--- config.mk ---
export PLATFORM = sky130hd
export DESIGN_NAME = pano_grid_position_sequencer_unit
export DESIGN_NICKNAME = d
export VERILOG_FILES = /design/src/hdl/pgps_pkg.sv /design/src/hdl/pgps_div.sv /design/src/hdl/pgps_datapath.sv /design/src/hdl/pgps_ctrl.sv /design/src/hdl/pano_grid_position_sequencer_unit.sv
export VERILOG_INCLUDE_DIRS = /design/src /design/src/hdl
export SDC_FILE = /design/constraint.sdc
export NUM_CORES = 2
export LEC_CHECK = 0
export BUFFER_PORTS_ARGS = -buffer_cell sky130_fd_sc_hd__buf_2
export CORE_MARGIN = 5
export CORE_UTILIZATION = 50
export DETAILED_ROUTE_END_ITERATION = 6
export PLACE_DENSITY_LB_ADDON = 0.1
export SYNTH_ARGS = -nofsm -noshare
export SYNTH_HDL_FRONTEND = slang
export SYNTH_SLANG_ARGS = --single-unit
--- constraint.sdc ---
create_clock -name clk -period 23.6 [get_ports clk]
set_clock_uncertainty 0.2 [all_clocks]
set_input_delay 0 -clock clk [delete_from_list [all_inputs] [get_ports clk]]
set_output_delay 0 -clock clk [all_outputs]
set_load 0.05 [all_outputs]
--- src/hdl/assert_macros.svh ---
// assertion macros shared by the rtl files
// no dependencies; bodies are empty when SYNTH is defined
`ifndef ASSERT_MACROS_SVH
`define ASSERT_MACROS_SVH
`ifndef SYNTH
`define ASSERT_IMPL(lbl, clk, rst, ante, cons) \
  lbl: assert property (@(posedge clk) disable iff (rst) (ante) |-> (cons)) \
    else $error("assertion failed");
`define ASSERT_NEXT(lbl, clk, rst, ante, cons) \
  lbl: assert property (@(posedge clk) disable iff (rst) (ante) |=> (cons)) \
    else $error("assertion failed");
`else
`define ASSERT_IMPL(lbl, clk, rst, ante, cons)
`define ASSERT_NEXT(lbl, clk, rst, ante, cons)
`endif
`endif

--- src/hdl/pgps_pkg.sv ---
// shared types and constants of the panorama grid position sequencer
// used by the pgps modules other than pgps_div; no dependencies
package pgps_pkg;

  localparam int IW         = 18;
  localparam int CFG_IW     = 2;
  localparam int CFG_DW     = 17;
  localparam int DW         = 26;
  localparam int STEP_W     = 17;
  localparam int MOVE_W     = 24;
  localparam int CNT_OUT_W  = 10;
  localparam int IN_TDATA_W = 40;
  localparam int OUT_TDATA_W = 88;

  localparam int Q          = 256;
  localparam int PCT        = 100;
  localparam int FULL_DEG   = 360;
  localparam int HALF_DEG   = 180;
  localparam int HALF_TURN  = HALF_DEG * Q;
  localparam int FULL_TURN  = FULL_DEG * Q;
  localparam int TRIM_DIV   = Q * PCT;

  // floor(y / 100) as (y * TRIM_RECIP) >> TRIM_SHIFT, exact for y up to 36100
  localparam int TRIM_RECIP = 5243;
  localparam int TRIM_SHIFT = 19;

  localparam int OVERLAP_DEF  = 20;
  localparam int MAX_GRID_DEF = 512;

  localparam logic [CFG_IW-1:0] CFG_PANO_W = 2'd0;
  localparam logic [CFG_IW-1:0] CFG_PANO_H = 2'd1;
  localparam logic [CFG_IW-1:0] CFG_LENS_W = 2'd2;
  localparam logic [CFG_IW-1:0] CFG_LENS_H = 2'd3;

  typedef enum logic [2:0] {
    MODE_START    = 3'd0,
    MODE_NEXT     = 3'd1,
    MODE_PREV     = 3'd2,
    MODE_GOTO_RC  = 3'd3,
    MODE_GOTO_IDX = 3'd4,
    MODE_END      = 3'd5,
    MODE_HOME     = 3'd6
  } mode_t;

  typedef enum logic [1:0] {
    DS_CNT,
    DS_STEP,
    DS_CUR,
    DS_TGT
  } div_sel_t;

  typedef enum logic [3:0] {
    ST_IDLE,
    ST_DISPATCH,
    ST_AXIS,
    ST_TRIM,
    ST_CNT_GO,
    ST_CNT_DIV,
    ST_STEP_GO,
    ST_STEP_DIV,
    ST_AXIS_END,
    ST_CUR_DIV,
    ST_TGT_GO,
    ST_TGT_DIV,
    ST_MUL,
    ST_APPLY,
    ST_DONE
  } state_t;

  typedef struct packed {
    logic     load_in;
    logic     axis;
    logic     div_go;
    div_sel_t div_sel;
    logic     trim_go;
    logic     take_tdeg;
    logic     full_tdeg;
    logic     take_cnt;
    logic     take_step;
    logic     big_fit;
    logic     start_clr;
    logic     take_cur;
    logic     take_tgt;
    logic     tgt_in;
    logic     tgt_zero;
    logic     mul;
    logic     apply;
    logic     home;
    logic     reject;
    logic     out_load;
  } cmd_t;

  typedef struct packed {
    mode_t mode;
    logic  div_done;
    logic  div_busy;
    logic  lens_big;
    logic  full_circle;
    logic  cur_zero;
    logic  out_free;
  } stat_t;

endpackage

--- src/hdl/pgps_div.sv ---
// restoring divider, one quotient bit per cycle
// no package dependencies
module pgps_div #(
  parameter int W = 26
) (
  input  logic         clk,
  input  logic         rst,
  input  logic         start,
  input  logic [W-1:0] dividend,
  input  logic [W-1:0] divisor,
  output logic [W-1:0] quo,
  output logic [W-1:0] rem,
  output logic         busy,
  output logic         done
);

  localparam int CNT_W = $clog2(W + 1);

  logic [W-1:0]     rem_q;
  logic [W-1:0]     quo_q;
  logic [W-1:0]     dvs_q;
  logic [CNT_W-1:0] cnt;
  logic [W:0]       trial;

  assign trial = {rem_q, quo_q[W-1]} - {1'b0, dvs_q};

  always_ff @(posedge clk) begin
    if (rst) begin
      busy <= 1'b0;
      done <= 1'b0;
      cnt  <= '0;
    end else begin
      done <= 1'b0;
      if (start) begin
        busy <= 1'b1;
        cnt  <= CNT_W'(W);
      end else if (busy) begin
        cnt <= cnt - 1'b1;
        if (cnt == CNT_W'(1)) begin
          busy <= 1'b0;
          done <= 1'b1;
        end
      end
    end
  end

  always_ff @(posedge clk) begin
    if (start) begin
      rem_q <= '0;
      quo_q <= dividend;
      dvs_q <= divisor;
    end else if (busy) begin
      if (!trial[W]) begin
        rem_q <= trial[W-1:0];
      end else begin
        rem_q <= {rem_q[W-2:0], quo_q[W-1]};
      end
      quo_q <= {quo_q[W-2:0], ~trial[W]};
    end
  end

  assign quo = quo_q;
  assign rem = rem_q;

endmodule

--- src/hdl/pgps_datapath.sv ---
// datapath: configuration, grid state, offsets, divider operands and result register
// depends on pgps_pkg and pgps_div
module pgps_datapath #(
  parameter int OVERLAP_PERCENT = pgps_pkg::OVERLAP_DEF,
  parameter int MAX_GRID        = pgps_pkg::MAX_GRID_DEF
) (
  input  logic                               clk,
  input  logic                               rst,
  input  logic                               cfg_we,
  input  logic [pgps_pkg::CFG_IW-1:0]        cfg_index,
  input  logic [pgps_pkg::CFG_DW-1:0]        cfg_data,
  input  logic [pgps_pkg::IN_TDATA_W-1:0]    s_tdata,
  input  logic                               m_tready,
  output logic                               m_tvalid,
  output logic [pgps_pkg::OUT_TDATA_W-1:0]   m_tdata,
  input  pgps_pkg::cmd_t                     cmd,
  output pgps_pkg::stat_t                    stat
);

  localparam int IW = pgps_pkg::IW;
  localparam int DW = pgps_pkg::DW;
  localparam int SW = pgps_pkg::STEP_W;
  localparam int MW = pgps_pkg::MOVE_W;
  localparam int CW = $clog2(MAX_GRID + 1);
  localparam int PW = CW + 1 + SW + 1;
  localparam int HW = (PW > MW) ? PW : MW;
  localparam int XW = (2 * CW + 1 > IW) ? 2 * CW + 1 : IW;
  localparam logic signed [HW-1:0] HALF_S = HW'(pgps_pkg::HALF_TURN);
  localparam logic signed [HW-1:0] FULL_S = HW'(pgps_pkg::FULL_TURN);

  // configuration
  logic [8:0]  pano_w;
  logic [7:0]  pano_h;
  logic [16:0] lens_w;
  logic [15:0] lens_h;

  always_ff @(posedge clk) begin
    if (rst) begin
      pano_w <= 9'd360;
      pano_h <= 8'd180;
      lens_w <= 17'd16384;
      lens_h <= 16'd10240;
    end else if (cfg_we) begin
      case (cfg_index)
        pgps_pkg::CFG_PANO_W: begin
          if (cfg_data[8:0] != 9'd0 && cfg_data[8:0] <= 9'd360) pano_w <= cfg_data[8:0];
        end
        pgps_pkg::CFG_PANO_H: begin
          if (cfg_data[7:0] != 8'd0 && cfg_data[7:0] <= 8'd180) pano_h <= cfg_data[7:0];
        end
        pgps_pkg::CFG_LENS_W: begin
          if (cfg_data != 17'd0) lens_w <= cfg_data;
        end
        pgps_pkg::CFG_LENS_H: begin
          if (cfg_data[15:0] != 16'd0) lens_h <= cfg_data[15:0];
        end
        default: ;
      endcase
    end
  end

  // latched command
  pgps_pkg::mode_t mode_q;
  logic [8:0]      trow_q;
  logic [8:0]      tcol_q;
  logic [IW-1:0]   tidx_q;

  always_ff @(posedge clk) begin
    if (cmd.load_in) begin
      mode_q <= pgps_pkg::mode_t'(s_tdata[2:0]);
      trow_q <= s_tdata[11:3];
      tcol_q <= s_tdata[20:12];
      tidx_q <= s_tdata[38:21];
    end
  end

  // grid state
  logic [IW-1:0]        cur_index;
  logic [CW-1:0]        col_count, row_count;
  logic [SW-1:0]        col_step, row_step;
  logic [MW-1:0]        pan_off, tilt_off;
  logic [8:0]           tdeg_q;
  logic [15:0]          trim_q;
  logic [CW-1:0]        n_q;
  logic [IW-1:0]        cr_q, tr_q, tc_q;
  logic [CW-1:0]        cc_q;
  logic signed [PW-1:0] hp_q, vp_q;
  logic [IW-1:0]        idx_q;
  logic                 in_rng_q;
  logic                 res_ok;
  logic [MW-1:0]        res_pan, res_tilt;

  // axis selection
  logic [8:0]  tot_deg;
  logic [16:0] lens;
  assign tot_deg = cmd.axis ? {1'b0, pano_h} : pano_w;
  assign lens    = cmd.axis ? {1'b0, lens_h} : lens_w;

  // trimmed angle: ceil of x / 25600, as a shift by 8 then a reciprocal multiply for / 100
  logic [DW-1:0] trim_x;
  logic [31:0]   trim_prod;
  assign trim_x = DW'(tot_deg) * DW'(pgps_pkg::TRIM_DIV) - DW'(lens) * DW'(OVERLAP_PERCENT)
                  + DW'(pgps_pkg::TRIM_DIV - 1);
  assign trim_prod = 32'(trim_q) * 32'(pgps_pkg::TRIM_RECIP);

  // divider operands
  logic [DW-1:0] span, dvs_d, dvd, dvs, quo, rem;
  logic          div_busy, div_done;

  assign span  = DW'({tdeg_q, 8'b0});
  assign dvs_d = DW'(lens) * DW'(pgps_pkg::PCT - OVERLAP_PERCENT);

  always_comb begin
    dvd = '0;
    dvs = DW'(1);
    case (cmd.div_sel)
      pgps_pkg::DS_CNT: begin
        dvd = span * DW'(pgps_pkg::PCT) + dvs_d - DW'(1);
        dvs = dvs_d;
      end
      pgps_pkg::DS_STEP: begin
        dvd = span + DW'(n_q >> 1);
        dvs = DW'(n_q);
      end
      pgps_pkg::DS_CUR: begin
        dvd = DW'(cur_index);
        dvs = DW'(col_count);
      end
      pgps_pkg::DS_TGT: begin
        case (mode_q)
          pgps_pkg::MODE_NEXT: dvd = DW'(cur_index) + DW'(1);
          pgps_pkg::MODE_PREV: dvd = DW'(cur_index) - DW'(1);
          default:             dvd = DW'(tidx_q);
        endcase
        dvs = DW'(col_count);
      end
      default: ;
    endcase
  end

  pgps_div #(.W(DW)) u_div (
    .clk      (clk),
    .rst      (rst),
    .start    (cmd.div_go),
    .dividend (dvd),
    .divisor  (dvs),
    .quo      (quo),
    .rem      (rem),
    .busy     (div_busy),
    .done     (div_done)
  );

  logic [CW-1:0] n_clamp;
  assign n_clamp = (quo > DW'(MAX_GRID)) ? CW'(MAX_GRID) : CW'(quo);

  // move arithmetic
  logic signed [CW:0]   dc, dr;
  logic signed [PW-1:0] hp_d, vp_d;
  logic [XW-1:0]        idx_calc;
  logic                 in_rng;
  logic signed [HW-1:0] hx, h, v;

  assign dc = signed'({1'b0, tc_q[CW-1:0]}) - signed'({1'b0, cc_q});
  assign dr = signed'({1'b0, cr_q[CW-1:0]}) - signed'({1'b0, tr_q[CW-1:0]});
  assign hp_d = PW'(dc) * PW'(signed'({1'b0, col_step}));
  assign vp_d = PW'(dr) * PW'(signed'({1'b0, row_step}));
  assign idx_calc = XW'(tr_q[CW-1:0]) * XW'(col_count) + XW'(tc_q[CW-1:0]);
  assign in_rng = (XW'(cr_q) < XW'(row_count)) && (XW'(tr_q) < XW'(row_count))
                  && (XW'(tc_q) < XW'(col_count));

  // shorter way round
  assign hx = HW'(hp_q);
  always_comb begin
    if (hx > HALF_S) h = hx - FULL_S;
    else if (hx < -HALF_S) h = hx + FULL_S;
    else h = hx;
  end
  assign v = HW'(vp_q);

  always_ff @(posedge clk) begin
    if (rst) begin
      cur_index <= '0;
      col_count <= CW'(1);
      row_count <= CW'(1);
      col_step  <= '0;
      row_step  <= '0;
      pan_off   <= '0;
      tilt_off  <= '0;
    end else begin
      if (cmd.take_step) begin
        if (cmd.axis) begin
          row_count <= n_q;
          row_step  <= SW'(quo);
        end else begin
          col_count <= n_q;
          col_step  <= SW'(quo);
        end
      end
      if (cmd.big_fit) begin
        if (cmd.axis) begin
          row_count <= CW'(1);
          row_step  <= lens;
        end else begin
          col_count <= CW'(1);
          col_step  <= lens;
        end
      end
      if (cmd.start_clr) begin
        cur_index <= '0;
        pan_off   <= '0;
        tilt_off  <= '0;
      end
      if (cmd.apply && in_rng_q) begin
        cur_index <= idx_q;
        pan_off   <= pan_off + h[MW-1:0];
        tilt_off  <= tilt_off + v[MW-1:0];
      end
      if (cmd.home) begin
        pan_off  <= '0;
        tilt_off <= '0;
      end
    end
  end

  always_ff @(posedge clk) begin
    if (cmd.trim_go) trim_q <= 16'(trim_x >> 8);
    if (cmd.take_tdeg) tdeg_q <= 9'(trim_prod >> pgps_pkg::TRIM_SHIFT);
    if (cmd.full_tdeg) tdeg_q <= tot_deg;
    if (cmd.take_cnt) n_q <= n_clamp;
    if (cmd.take_cur) begin
      cr_q <= IW'(quo);
      cc_q <= CW'(rem);
    end
    if (cmd.take_tgt) begin
      tr_q <= IW'(quo);
      tc_q <= IW'(rem);
    end
    if (cmd.tgt_in) begin
      tr_q <= IW'(trow_q);
      tc_q <= IW'(tcol_q);
    end
    if (cmd.tgt_zero) begin
      tr_q <= '0;
      tc_q <= '0;
    end
    if (cmd.mul) begin
      hp_q     <= hp_d;
      vp_q     <= vp_d;
      idx_q    <= IW'(idx_calc);
      in_rng_q <= in_rng;
    end
    if (cmd.start_clr) begin
      res_ok   <= 1'b1;
      res_pan  <= '0;
      res_tilt <= '0;
    end
    if (cmd.apply) begin
      res_ok   <= in_rng_q;
      res_pan  <= in_rng_q ? h[MW-1:0] : '0;
      res_tilt <= in_rng_q ? v[MW-1:0] : '0;
    end
    if (cmd.home) begin
      res_ok   <= 1'b1;
      res_pan  <= -pan_off;
      res_tilt <= -tilt_off;
    end
    if (cmd.reject) begin
      res_ok   <= 1'b0;
      res_pan  <= '0;
      res_tilt <= '0;
    end
  end

  // output register
  always_ff @(posedge clk) begin
    if (rst) begin
      m_tvalid <= 1'b0;
    end else if (cmd.out_load) begin
      m_tvalid <= 1'b1;
    end else if (m_tready) begin
      m_tvalid <= 1'b0;
    end
  end

  always_ff @(posedge clk) begin
    if (cmd.out_load) begin
      m_tdata <= {1'b0,
                  pgps_pkg::CNT_OUT_W'(row_count),
                  pgps_pkg::CNT_OUT_W'(col_count),
                  cur_index, res_tilt, res_pan, res_ok};
    end
  end

  assign stat.mode        = mode_q;
  assign stat.div_done    = div_done;
  assign stat.div_busy    = div_busy;
  assign stat.lens_big    = DW'(lens) > DW'({tot_deg, 8'b0});
  assign stat.full_circle = (tot_deg == 9'(pgps_pkg::FULL_DEG));
  assign stat.cur_zero    = (cur_index == '0);
  assign stat.out_free    = !m_tvalid || m_tready;

endmodule

--- src/hdl/pgps_ctrl.sv ---
// controller state machine sequencing grid fit and head moves
// depends on pgps_pkg
module pgps_ctrl (
  input  logic            clk,
  input  logic            rst,
  input  logic            s_tvalid,
  output logic            s_tready,
  input  pgps_pkg::stat_t stat,
  output pgps_pkg::cmd_t  cmd
);

  pgps_pkg::state_t state, state_next;
  logic             axis, axis_next;

  always_ff @(posedge clk) begin
    if (rst) begin
      state <= pgps_pkg::ST_IDLE;
      axis  <= 1'b0;
    end else begin
      state <= state_next;
      axis  <= axis_next;
    end
  end

  always_comb begin
    state_next  = state;
    axis_next   = axis;
    cmd         = '0;
    cmd.axis    = axis;
    cmd.div_sel = pgps_pkg::DS_CUR;
    s_tready    = 1'b0;
    case (state)
      pgps_pkg::ST_IDLE: begin
        s_tready = 1'b1;
        if (s_tvalid) begin
          cmd.load_in = 1'b1;
          state_next  = pgps_pkg::ST_DISPATCH;
        end
      end
      pgps_pkg::ST_DISPATCH: begin
        case (stat.mode)
          pgps_pkg::MODE_START: begin
            axis_next  = 1'b0;
            state_next = pgps_pkg::ST_AXIS;
          end
          pgps_pkg::MODE_NEXT, pgps_pkg::MODE_GOTO_RC, pgps_pkg::MODE_GOTO_IDX,
          pgps_pkg::MODE_END: begin
            cmd.div_go = 1'b1;
            state_next = pgps_pkg::ST_CUR_DIV;
          end
          pgps_pkg::MODE_PREV: begin
            if (stat.cur_zero) begin
              cmd.reject = 1'b1;
              state_next = pgps_pkg::ST_DONE;
            end else begin
              cmd.div_go = 1'b1;
              state_next = pgps_pkg::ST_CUR_DIV;
            end
          end
          pgps_pkg::MODE_HOME: begin
            cmd.home   = 1'b1;
            state_next = pgps_pkg::ST_DONE;
          end
          default: begin
            cmd.reject = 1'b1;
            state_next = pgps_pkg::ST_DONE;
          end
        endcase
      end
      pgps_pkg::ST_AXIS: begin
        if (stat.lens_big) begin
          cmd.big_fit = 1'b1;
          state_next  = pgps_pkg::ST_AXIS_END;
        end else if (stat.full_circle) begin
          cmd.full_tdeg = 1'b1;
          state_next    = pgps_pkg::ST_CNT_GO;
        end else begin
          cmd.trim_go = 1'b1;
          state_next  = pgps_pkg::ST_TRIM;
        end
      end
      pgps_pkg::ST_TRIM: begin
        cmd.take_tdeg = 1'b1;
        state_next    = pgps_pkg::ST_CNT_GO;
      end
      pgps_pkg::ST_CNT_GO: begin
        cmd.div_go  = 1'b1;
        cmd.div_sel = pgps_pkg::DS_CNT;
        state_next  = pgps_pkg::ST_CNT_DIV;
      end
      pgps_pkg::ST_CNT_DIV: begin
        if (stat.div_done) begin
          cmd.take_cnt = 1'b1;
          state_next   = pgps_pkg::ST_STEP_GO;
        end
      end
      pgps_pkg::ST_STEP_GO: begin
        cmd.div_go  = 1'b1;
        cmd.div_sel = pgps_pkg::DS_STEP;
        state_next  = pgps_pkg::ST_STEP_DIV;
      end
      pgps_pkg::ST_STEP_DIV: begin
        if (stat.div_done) begin
          cmd.take_step = 1'b1;
          state_next    = pgps_pkg::ST_AXIS_END;
        end
      end
      pgps_pkg::ST_AXIS_END: begin
        if (!axis) begin
          axis_next  = 1'b1;
          state_next = pgps_pkg::ST_AXIS;
        end else begin
          cmd.start_clr = 1'b1;
          state_next    = pgps_pkg::ST_DONE;
        end
      end
      pgps_pkg::ST_CUR_DIV: begin
        if (stat.div_done) begin
          cmd.take_cur = 1'b1;
          case (stat.mode)
            pgps_pkg::MODE_GOTO_RC: begin
              cmd.tgt_in = 1'b1;
              state_next = pgps_pkg::ST_MUL;
            end
            pgps_pkg::MODE_END: begin
              cmd.tgt_zero = 1'b1;
              state_next   = pgps_pkg::ST_MUL;
            end
            default: state_next = pgps_pkg::ST_TGT_GO;
          endcase
        end
      end
      pgps_pkg::ST_TGT_GO: begin
        cmd.div_go  = 1'b1;
        cmd.div_sel = pgps_pkg::DS_TGT;
        state_next  = pgps_pkg::ST_TGT_DIV;
      end
      pgps_pkg::ST_TGT_DIV: begin
        cmd.div_sel = pgps_pkg::DS_TGT;
        if (stat.div_done) begin
          cmd.take_tgt = 1'b1;
          state_next   = pgps_pkg::ST_MUL;
        end
      end
      pgps_pkg::ST_MUL: begin
        cmd.mul    = 1'b1;
        state_next = pgps_pkg::ST_APPLY;
      end
      pgps_pkg::ST_APPLY: begin
        cmd.apply  = 1'b1;
        state_next = pgps_pkg::ST_DONE;
      end
      pgps_pkg::ST_DONE: begin
        if (stat.out_free) begin
          cmd.out_load = 1'b1;
          state_next   = pgps_pkg::ST_IDLE;
        end
      end
      default: state_next = pgps_pkg::ST_IDLE;
    endcase
  end

endmodule

--- src/hdl/pano_grid_position_sequencer_unit.sv ---
// panorama grid position sequencer, one command item in, one result item out.
// start: per axis a trim (none for a full circle), then count and step through the shared
// bit-serial divider (four passes at most); an axis the lens spans gets a count of one instead.
// next, prev, goto index: two divider passes plus multiply and apply; goto row/col
// and end: one pass, multiply and apply; home, prev at zero, unknown mode: no pass. output may stall.
// one item in work at a time; output is registered. sync reset: default config, 1 x 1 grid.
`include "assert_macros.svh"

module pano_grid_position_sequencer_unit #(
  parameter int OVERLAP_PERCENT = pgps_pkg::OVERLAP_DEF,
  parameter int MAX_GRID        = pgps_pkg::MAX_GRID_DEF
) (
  input  logic                             clk,
  input  logic                             rst,
  input  logic                             cfg_we,
  input  logic [pgps_pkg::CFG_IW-1:0]      cfg_index,
  input  logic [pgps_pkg::CFG_DW-1:0]      cfg_data,
  input  logic                             s_tvalid,
  output logic                             s_tready,
  // mode[2:0], target_row[11:3], target_col[20:12], target_index[38:21], zero pad
  input  logic [pgps_pkg::IN_TDATA_W-1:0]  s_tdata,
  output logic                             m_tvalid,
  input  logic                             m_tready,
  // ok[0], pan_move[24:1], tilt_move[48:25], photo_index[66:49],
  // columns[76:67], rows[86:77], zero pad
  output logic [pgps_pkg::OUT_TDATA_W-1:0] m_tdata
);

  pgps_pkg::cmd_t  cmd;
  pgps_pkg::stat_t stat;

  pgps_ctrl u_ctrl (
    .clk      (clk),
    .rst      (rst),
    .s_tvalid (s_tvalid),
    .s_tready (s_tready),
    .stat     (stat),
    .cmd      (cmd)
  );

  pgps_datapath #(
    .OVERLAP_PERCENT (OVERLAP_PERCENT),
    .MAX_GRID        (MAX_GRID)
  ) u_dp (
    .clk       (clk),
    .rst       (rst),
    .cfg_we    (cfg_we),
    .cfg_index (cfg_index),
    .cfg_data  (cfg_data),
    .s_tdata   (s_tdata),
    .m_tready  (m_tready),
    .m_tvalid  (m_tvalid),
    .m_tdata   (m_tdata),
    .cmd       (cmd),
    .stat      (stat)
  );

  `ASSERT_IMPL(a_div_idle_on_go, clk, rst, cmd.div_go, !stat.div_busy)
  `ASSERT_NEXT(a_one_item, clk, rst, s_tvalid && s_tready, !s_tready)
  `ASSERT_NEXT(a_result_shown, clk, rst, cmd.out_load, m_tvalid)

endmodule
Word-level counts from Yosys, hierarchy flattened
Cells that the tools add are included.

Flip-flop bits (word level): 607. Input bits: 64. Output and inout port bits: 90. Word-level logic and storage cells: 257.

Add/subtract/negate cells: 18. $mul: 8. $lt $le $gt $ge: 9. Equality and inequality tests: 35. Mux-type cells: 104. Bitwise gates (word level): 2. Reduce and logical (&&, ||, !) cells: 39.

Operators by type and width (number): $mux W24 (11); $mux W17 (9); $pmux W26 S4 (1); $mux W10 (8); $mux W26 (3); $pmux W26 S3 (1); $mux W9 (7); $pmux W4 S15 (1); $lt A18 B10 Y1 (3); $pmux W26 S2 (1); $add A24 B24 Y24 (2); $neg A24 Y24 (2); $mul A17 B3 Y20 const B (2); $mux W1 (38); $mux W18 (2); $mux W4 (8); $gt A29 B17 Y1 const B (1); $lt A29 B17 Y1 const B (1); $mul A11 B18 Y29 (1); $eq A4 B4 Y1 const B (7); $mul A16 B13 Y28 const B (1); $mul A9 B5 Y14 const B (2); $sub A27 B26 Y27 (1); $add A26 B24 Y26 (1); 56 further kinds (101).

Logic depth before layout (Yosys ltp)
Word-level depth: 6. Depth in mapped cells: 34. Gate-level depth less buffers: 33.

Modules after synthesis
A second synthesis with hierarchy kept.

Cells, all modules: 5712. Area, all modules: 53879.2 um2.

By module, submodules not included: pgps_datapath (times used 1, cells an instance 5129, area each 48260.0 um2, sequential area each 12962.4 um2); pgps_div (times used 1, cells an instance 476, area each 4868.4 um2, sequential area each 2222.1 um2); pgps_ctrl (times used 1, cells an instance 107, area each 750.7 um2, sequential area each 100.1 um2).

Worst setup path before layout
Ideal clock, no wire load.

Path kind: reg-to-reg. From: register u_dp.tc_q[0]. To: register u_dp.hp_q[28], data pin. Setup time: 0.260 ns. Arrival time: 6.994 ns. Data required time: 23.140 ns. Setup slack: 16.146 ns. Cell stages (with the launch flop): 34. Buffers on the path: 0. Clock period less this slack: 7.454 ns. Cell sequence: dfxtp_1 > inv_1 > ha_1 > inv_1 > fa_1 > a21o_1 > a21oi_1 > o21ai_0 > a21oi_1 > nand2b_1 > a21boi_0 > o21ai_0 > nand2b_1 > a21o_1 > or2_2 > fa_1 > fa_1 > inv_1 > fa_1 > fa_1 > inv_1 > fa_1 > inv_1 > ha_1 > o21ai_0 > nand2b_1 > a21oi_1 > a211o_1 > a21oi_1 > o31ai_1 > a2111oi_0 > o31a_1 > nor2_1 > xnor2_1.

Longest elaborated chain between the ends: 2.

RTL lines: start: declaration (line pgps_datapath.sv:85) `logic [IW-1:0] cr_q, tr_q, tc_q;`; start signal: assignment (line pgps_datapath.sv:236) `tc_q <= IW'(rem);`; start signal: assignment (line pgps_datapath.sv:240) `tc_q <= IW'(tcol_q);`; $sub A10 B10 Y11 (line pgps_datapath.sv:163) `assign dc = signed'({1'b0, tc_q[CW-1:0]}) - signed'({1'b0, cc_q});`; $mul A11 B18 Y29 (line pgps_datapath.sv:165) `assign hp_d = PW'(dc) * PW'(signed'({1'b0, col_step}));`; named net u_dp.hp_d[28] (line pgps_datapath.sv:158) `logic signed [PW-1:0] hp_d, vp_d;`; end signal: assignment (line pgps_datapath.sv:247) `hp_q <= hp_d;`; end: declaration (line pgps_datapath.sv:87) `logic signed [PW-1:0] hp_q, vp_q;`.

The timed path passes the listed nets, and every way through them passes these cells. A chain may end at the register's enable or synchronous reset.

Final worst setup path
From: register u_dp.tc_q[1]. To: register u_dp.hp_q[26], data pin.

Same word-level chain as after synthesis.

==> metrics list <==
- Once detail routing completed, the nets flagged for antenna violations numbered 0.
- Across all setup checks in the final design, the least slack found is 14.99 ns.
* Final Wtd Congestion: 0.892
* Synthesized area per cell: 9.42 um^2
- The total count of max-transition violations in the final report came to 0.
- Headroom to the max-slew limit came out at 10.7%.
- Across the run, the number of max-cap violations was 0.
- Area of the die: 0.111 mm^2
- After synthesis, flip-flops and latches occupy 29.2% of the total area.
* Async set-reset flop share out of synthesis: 0%
- Class of the tightest hold or removal check: in -> reg
- Starting utilization of the core area: 50.4%
* Final design area excluding fillers: 0.0580 mm^2
- Combinational group share of total power: 67.0%
- From synthesis to final layout, the design area changed by 11.2%.
* Placement row count: 118
- Pin count of the biggest net entering global routing: 81
- Across the VDD grid, the largest voltage drop is 0.340 mV.
- DRC violation count after routing: 3
- For this run the aggregate overflow at the end of global routing stands at 0.
- In this run, distinct cell masters in the synthesized netlist total 95.
* Average via count per standard cell: 5.60
* Setup repair after global routing missed its margin: false
- Summing the areas of all fa, ha and maj instances in the mapped netlist gives 30.4% of the synthesized area.
- In the final routed layout, each cell accounts on average for 20.0 um.
* First-pass iteration count of the detailed router: 7
- The H-tree was split into 3 levels.
- Antenna violations before repair: 8
- Clk sink count: 605
- After clock tree synthesis, the setup repair step added 0 buffers.
- Max Fanout on Critical Path: 17
- Slowest cell on crit path: fa_1
* Placed cell area: 0.0543 mm^2
- Clock Latency Late Sink: 0.65 ns
* Dominant cell type by count on the critical path: fa_1
* Pint: 4.65 mW
- The final reports fail on DRC.
- For this design the total switching power over the nets is 3.90 mW.
- Final critical-path required period: 8.61 ns
- In this run the power density over the cells is 147 mW/mm^2.
- Met1 usage: 35.1%
- Synthesized-area fraction occupied by and/or/nand/nor cells: 14.7%
- The worst setup path is captured at a register.
* Pleak: 26.4 nW
* Share of the clock period used by the worst path: 36.5%
- The final layout contains routed wiring with a total length of 143000 um.
- Fraction of met3 tracks used by global routing: 3.53%
- Synthesis produced a netlist with a net count of 6619.
- Most common library cell in the layout ignoring fill and taps: inv_1
- For this run, the top clock speed supported by timing is 116 MHz.
* Count of synthesis-stage warnings from yosys: 0
- After layout, the design draws a total of 8.54 mW.
* Via count of the first global-routing pass: 39900
* Setup crit start kind: register
* Final-report hold violation count: 0
* EDFF count, synth: 311
* Run status: finished, violations left
- Ratio of cells with drive above 1 in the final layout: 7.17%
- In this run, CTS created clock tree buffers numbering 72.
- Portion of total power attributed to the clock network: 13.6%
* First-pass GRT wire length: 226000 um
- From left edge to right edge, the die measures 333 um.
* CTS Buffer Depth: 3
* Sequential fraction of design power: 19.4%
* Worst stage delay on the critical path: 0.54 ns
- After clock tree synthesis, the repair step resized 0 gates.
- For this run, global-route usage on met2 was measured as 42.1%.
- 0 antenna diodes ended up in the layout.
- Detailed placer's ending HPWL: 109000 um
* Crit path arrival time: 8.80 ns
- Summing the areas of all compound-gate instances in the mapped netlist gives 12.2% of the synthesized area.
- For this run, the post-layout net count is 6803.
- Die H: 333 um
* Overall routing resource usage: 25.5%
- Buffers placed on the I/O ports in this run total 151.
* GR peak layer: met2
* Worst setup slack after placement: 14.93 ns
- Setup TNS: 0 ns
* Slew at the pin closest to its max-slew limit: 1.33 ns
- Setup Viol. Count Final: 0
- Counting every instance in the synthesized netlist gives 5541.
* Initial DRC count: 3136
- The core region is 0.104 mm^2.
- Post-synthesis cell area: 0.0522 mm^2
- Most frequently used flop master after synthesis: edfxtp_1
* Cell at the root of the clock tree: clkbuf_16
- Count of vias placed by the detailed router: 40100
- Clock tree from TritonCTS: done
- Clock-pin slew was measured on the worst setup and hold paths at 0.07 ns.
- The library cells used most frequently in the layout, excluding fill and tap cells, are 796 x inv_1, 587 x ha_1, 505 x nor2_1.
- Number of flip-flops and latches in the synthesized netlist: 605
- The portion of synthesized area spent on multiplexers is 1.52%.
- Number of ports placed on the die boundary: 154
* CP Class: reg -> reg
* Xor and xnor fraction of the mapped netlist area: 4.47%
* Count of filler cells inserted in the layout: 9378
- Dominant combinational cell family by area after synthesis: adder cells
- Data on the critical path is required at its endpoint by 23.78 ns.
* Switching power as a share of total power: 45.6%
## stage by stage
| stage | utilization [%] | hold slack, ns | cells |
|---|---|---|---|
| floorplan | - | -0.101 | 5541 |
| global placement | 52.4 | -0.0237 | 6907 |
| detailed placement | 52.4 | -0.0219 | 6907 |
| CTS | 56.0 | 0.00480 | 7164 |
| global route | 56.0 | 0.0529 | 7164 |
| finish | 56.0 | 0.0348 | 7164 |
## cell families after synthesis
family                   count (synthesis)
XOR/XNOR                               265
multiplexers                            76
buffers and inverters                 1021
flip-flops                             605
AO/OA/AOI/OAI                          944
other                                    1
AND/OR/NAND/NOR                       1615
adder cells (fa/ha/maj)               1014
## registers in the layout, indices dropped and copies added (netlist names), 10 cells and up, named ones only
signal and flops:
u_dp.pan_off 24, u_dp.n_q 10, u_dp.lens_w 17, u_dp.lens_h 16, u_dp.u_div.dvs_q 24, u_dp.m_tdata 87, u_dp.cc_q 10, u_dp.row_step 17
u_dp.cur_index 18, u_dp.tr_q 18, u_dp.trim_q 16, u_dp.u_div.quo 26, u_dp.tilt_off 24, u_dp.v 24, u_dp.tidx_q 18, u_dp.col_step 17
u_dp.tc_q 18, u_dp.idx_q 18, u_dp.res_pan 24, u_dp.res_tilt 24, u_dp.hp_q 29, u_dp.u_div.rem 26, u_dp.cr_q 18
## Yosys cell counts, drive strengths merged, types with 22 or more instances
| cell | n | area [um^2] |
|---|---|---|
| a21oi | 255 | 1280 |
| o21ai | 167 | 836 |
| a22oi | 83 | 623 |
| nor4 | 70 | 465 |
| nor2 | 512 | 1920 |
| or2 | 27 | 169 |
| fa | 427 | 8550 |
| xor2 | 78 | 683 |
| nand2b | 42 | 263 |
| mux2i | 57 | 571 |
| clkbuf | 182 | 683 |
| a21o | 68 | 510 |
| o22ai | 22 | 138 |
| dfxtp | 294 | 5890 |
| nor3 | 98 | 505 |
| nor2b | 99 | 619 |
| ha | 587 | 7340 |
| a222oi | 49 | 490 |
| and2 | 177 | 1110 |
| inv | 797 | 2990 |
| a31oi | 28 | 181 |
| nand3 | 57 | 285 |
| a22o | 31 | 272 |
| nand4 | 22 | 138 |
| buf | 39 | 206 |
| xnor2 | 186 | 1630 |
| edfxtp | 311 | 9340 |
| nand2 | 438 | 1650 |
| o21a | 33 | 248 |
| a211o | 25 | 219 |
## critical path, delay by kind of cell (launching register included)
kind / cells / cell delay (ns)
multiplexers: 1 / 0.24
buffers and inverters: 2 / 0.09
XOR/XNOR: 1 / 0.08
flip-flops: 1 / 0.38
AO/OA/AOI/OAI: 12 / 2.81
AND/OR/NAND/NOR: 4 / 1.42
adder cells (fa/ha/maj): 7 / 3.10
## per-layer routing
| layer | wire length [um] | share of wire, % | vias up |
|---|---|---|---|
| li1 | - | - | 19100 |
| met1 | 63500 | 44 | 19500 |
| met2 | 65700 | 46 | 1273 |
| met3 | 8960 | 6.3 | 260 |
| met4 | 4950 | 3.5 | 0 |
| met5 | 0 | 0 | - |
## power groups by stage
stage	registers, mW	clock network, mW	logic, mW
global route	1.67	1.23	6.58
CTS	1.65	1.19	5.77
finish	1.66	1.16	5.72
floorplan	1.56	0	4.49
detailed placement	1.67	0	5.69
global placement	1.67	0	5.61
## path summary, 6_finish.rpt
path | end | from | cells past startpoint | slack, ns
worst min register to register | u_dp.m_tdata[47] | u_dp.res_tilt[22] | 0 | 0.24
worst max register to register | u_dp.hp_q[26] | u_dp.tc_q[1] | 27 | 14.99
worst min-delay path | u_dp.lens_w[11] | cfg_data[11] | 4 | 0.03
worst max-delay path | u_dp.hp_q[26] | u_dp.tc_q[1] | 27 | 14.99
## area by class of cell
class                   instances  area [um^2]  share of cell area (%)
clock buffers                  99         2080                    3.58
clock inverters                34          397                   0.683
inverters                     800         3000                    5.17
multi-input cells            3915        33200                    57.2
flip-flops and latches        605        15200                    26.2
well taps                    1380         1730                    2.97
repair buffers                331         2420                    4.17
## timing repair
| item | in CTS | in global routing |
|---|---|---|
| hold endpoints to repair | 135 | 0 |
| hold buffers | 124 | 0 |
| endpoints found under the setup margin | 0 | 0 |
Note: power is estimated with default switching activity, not from simulation.
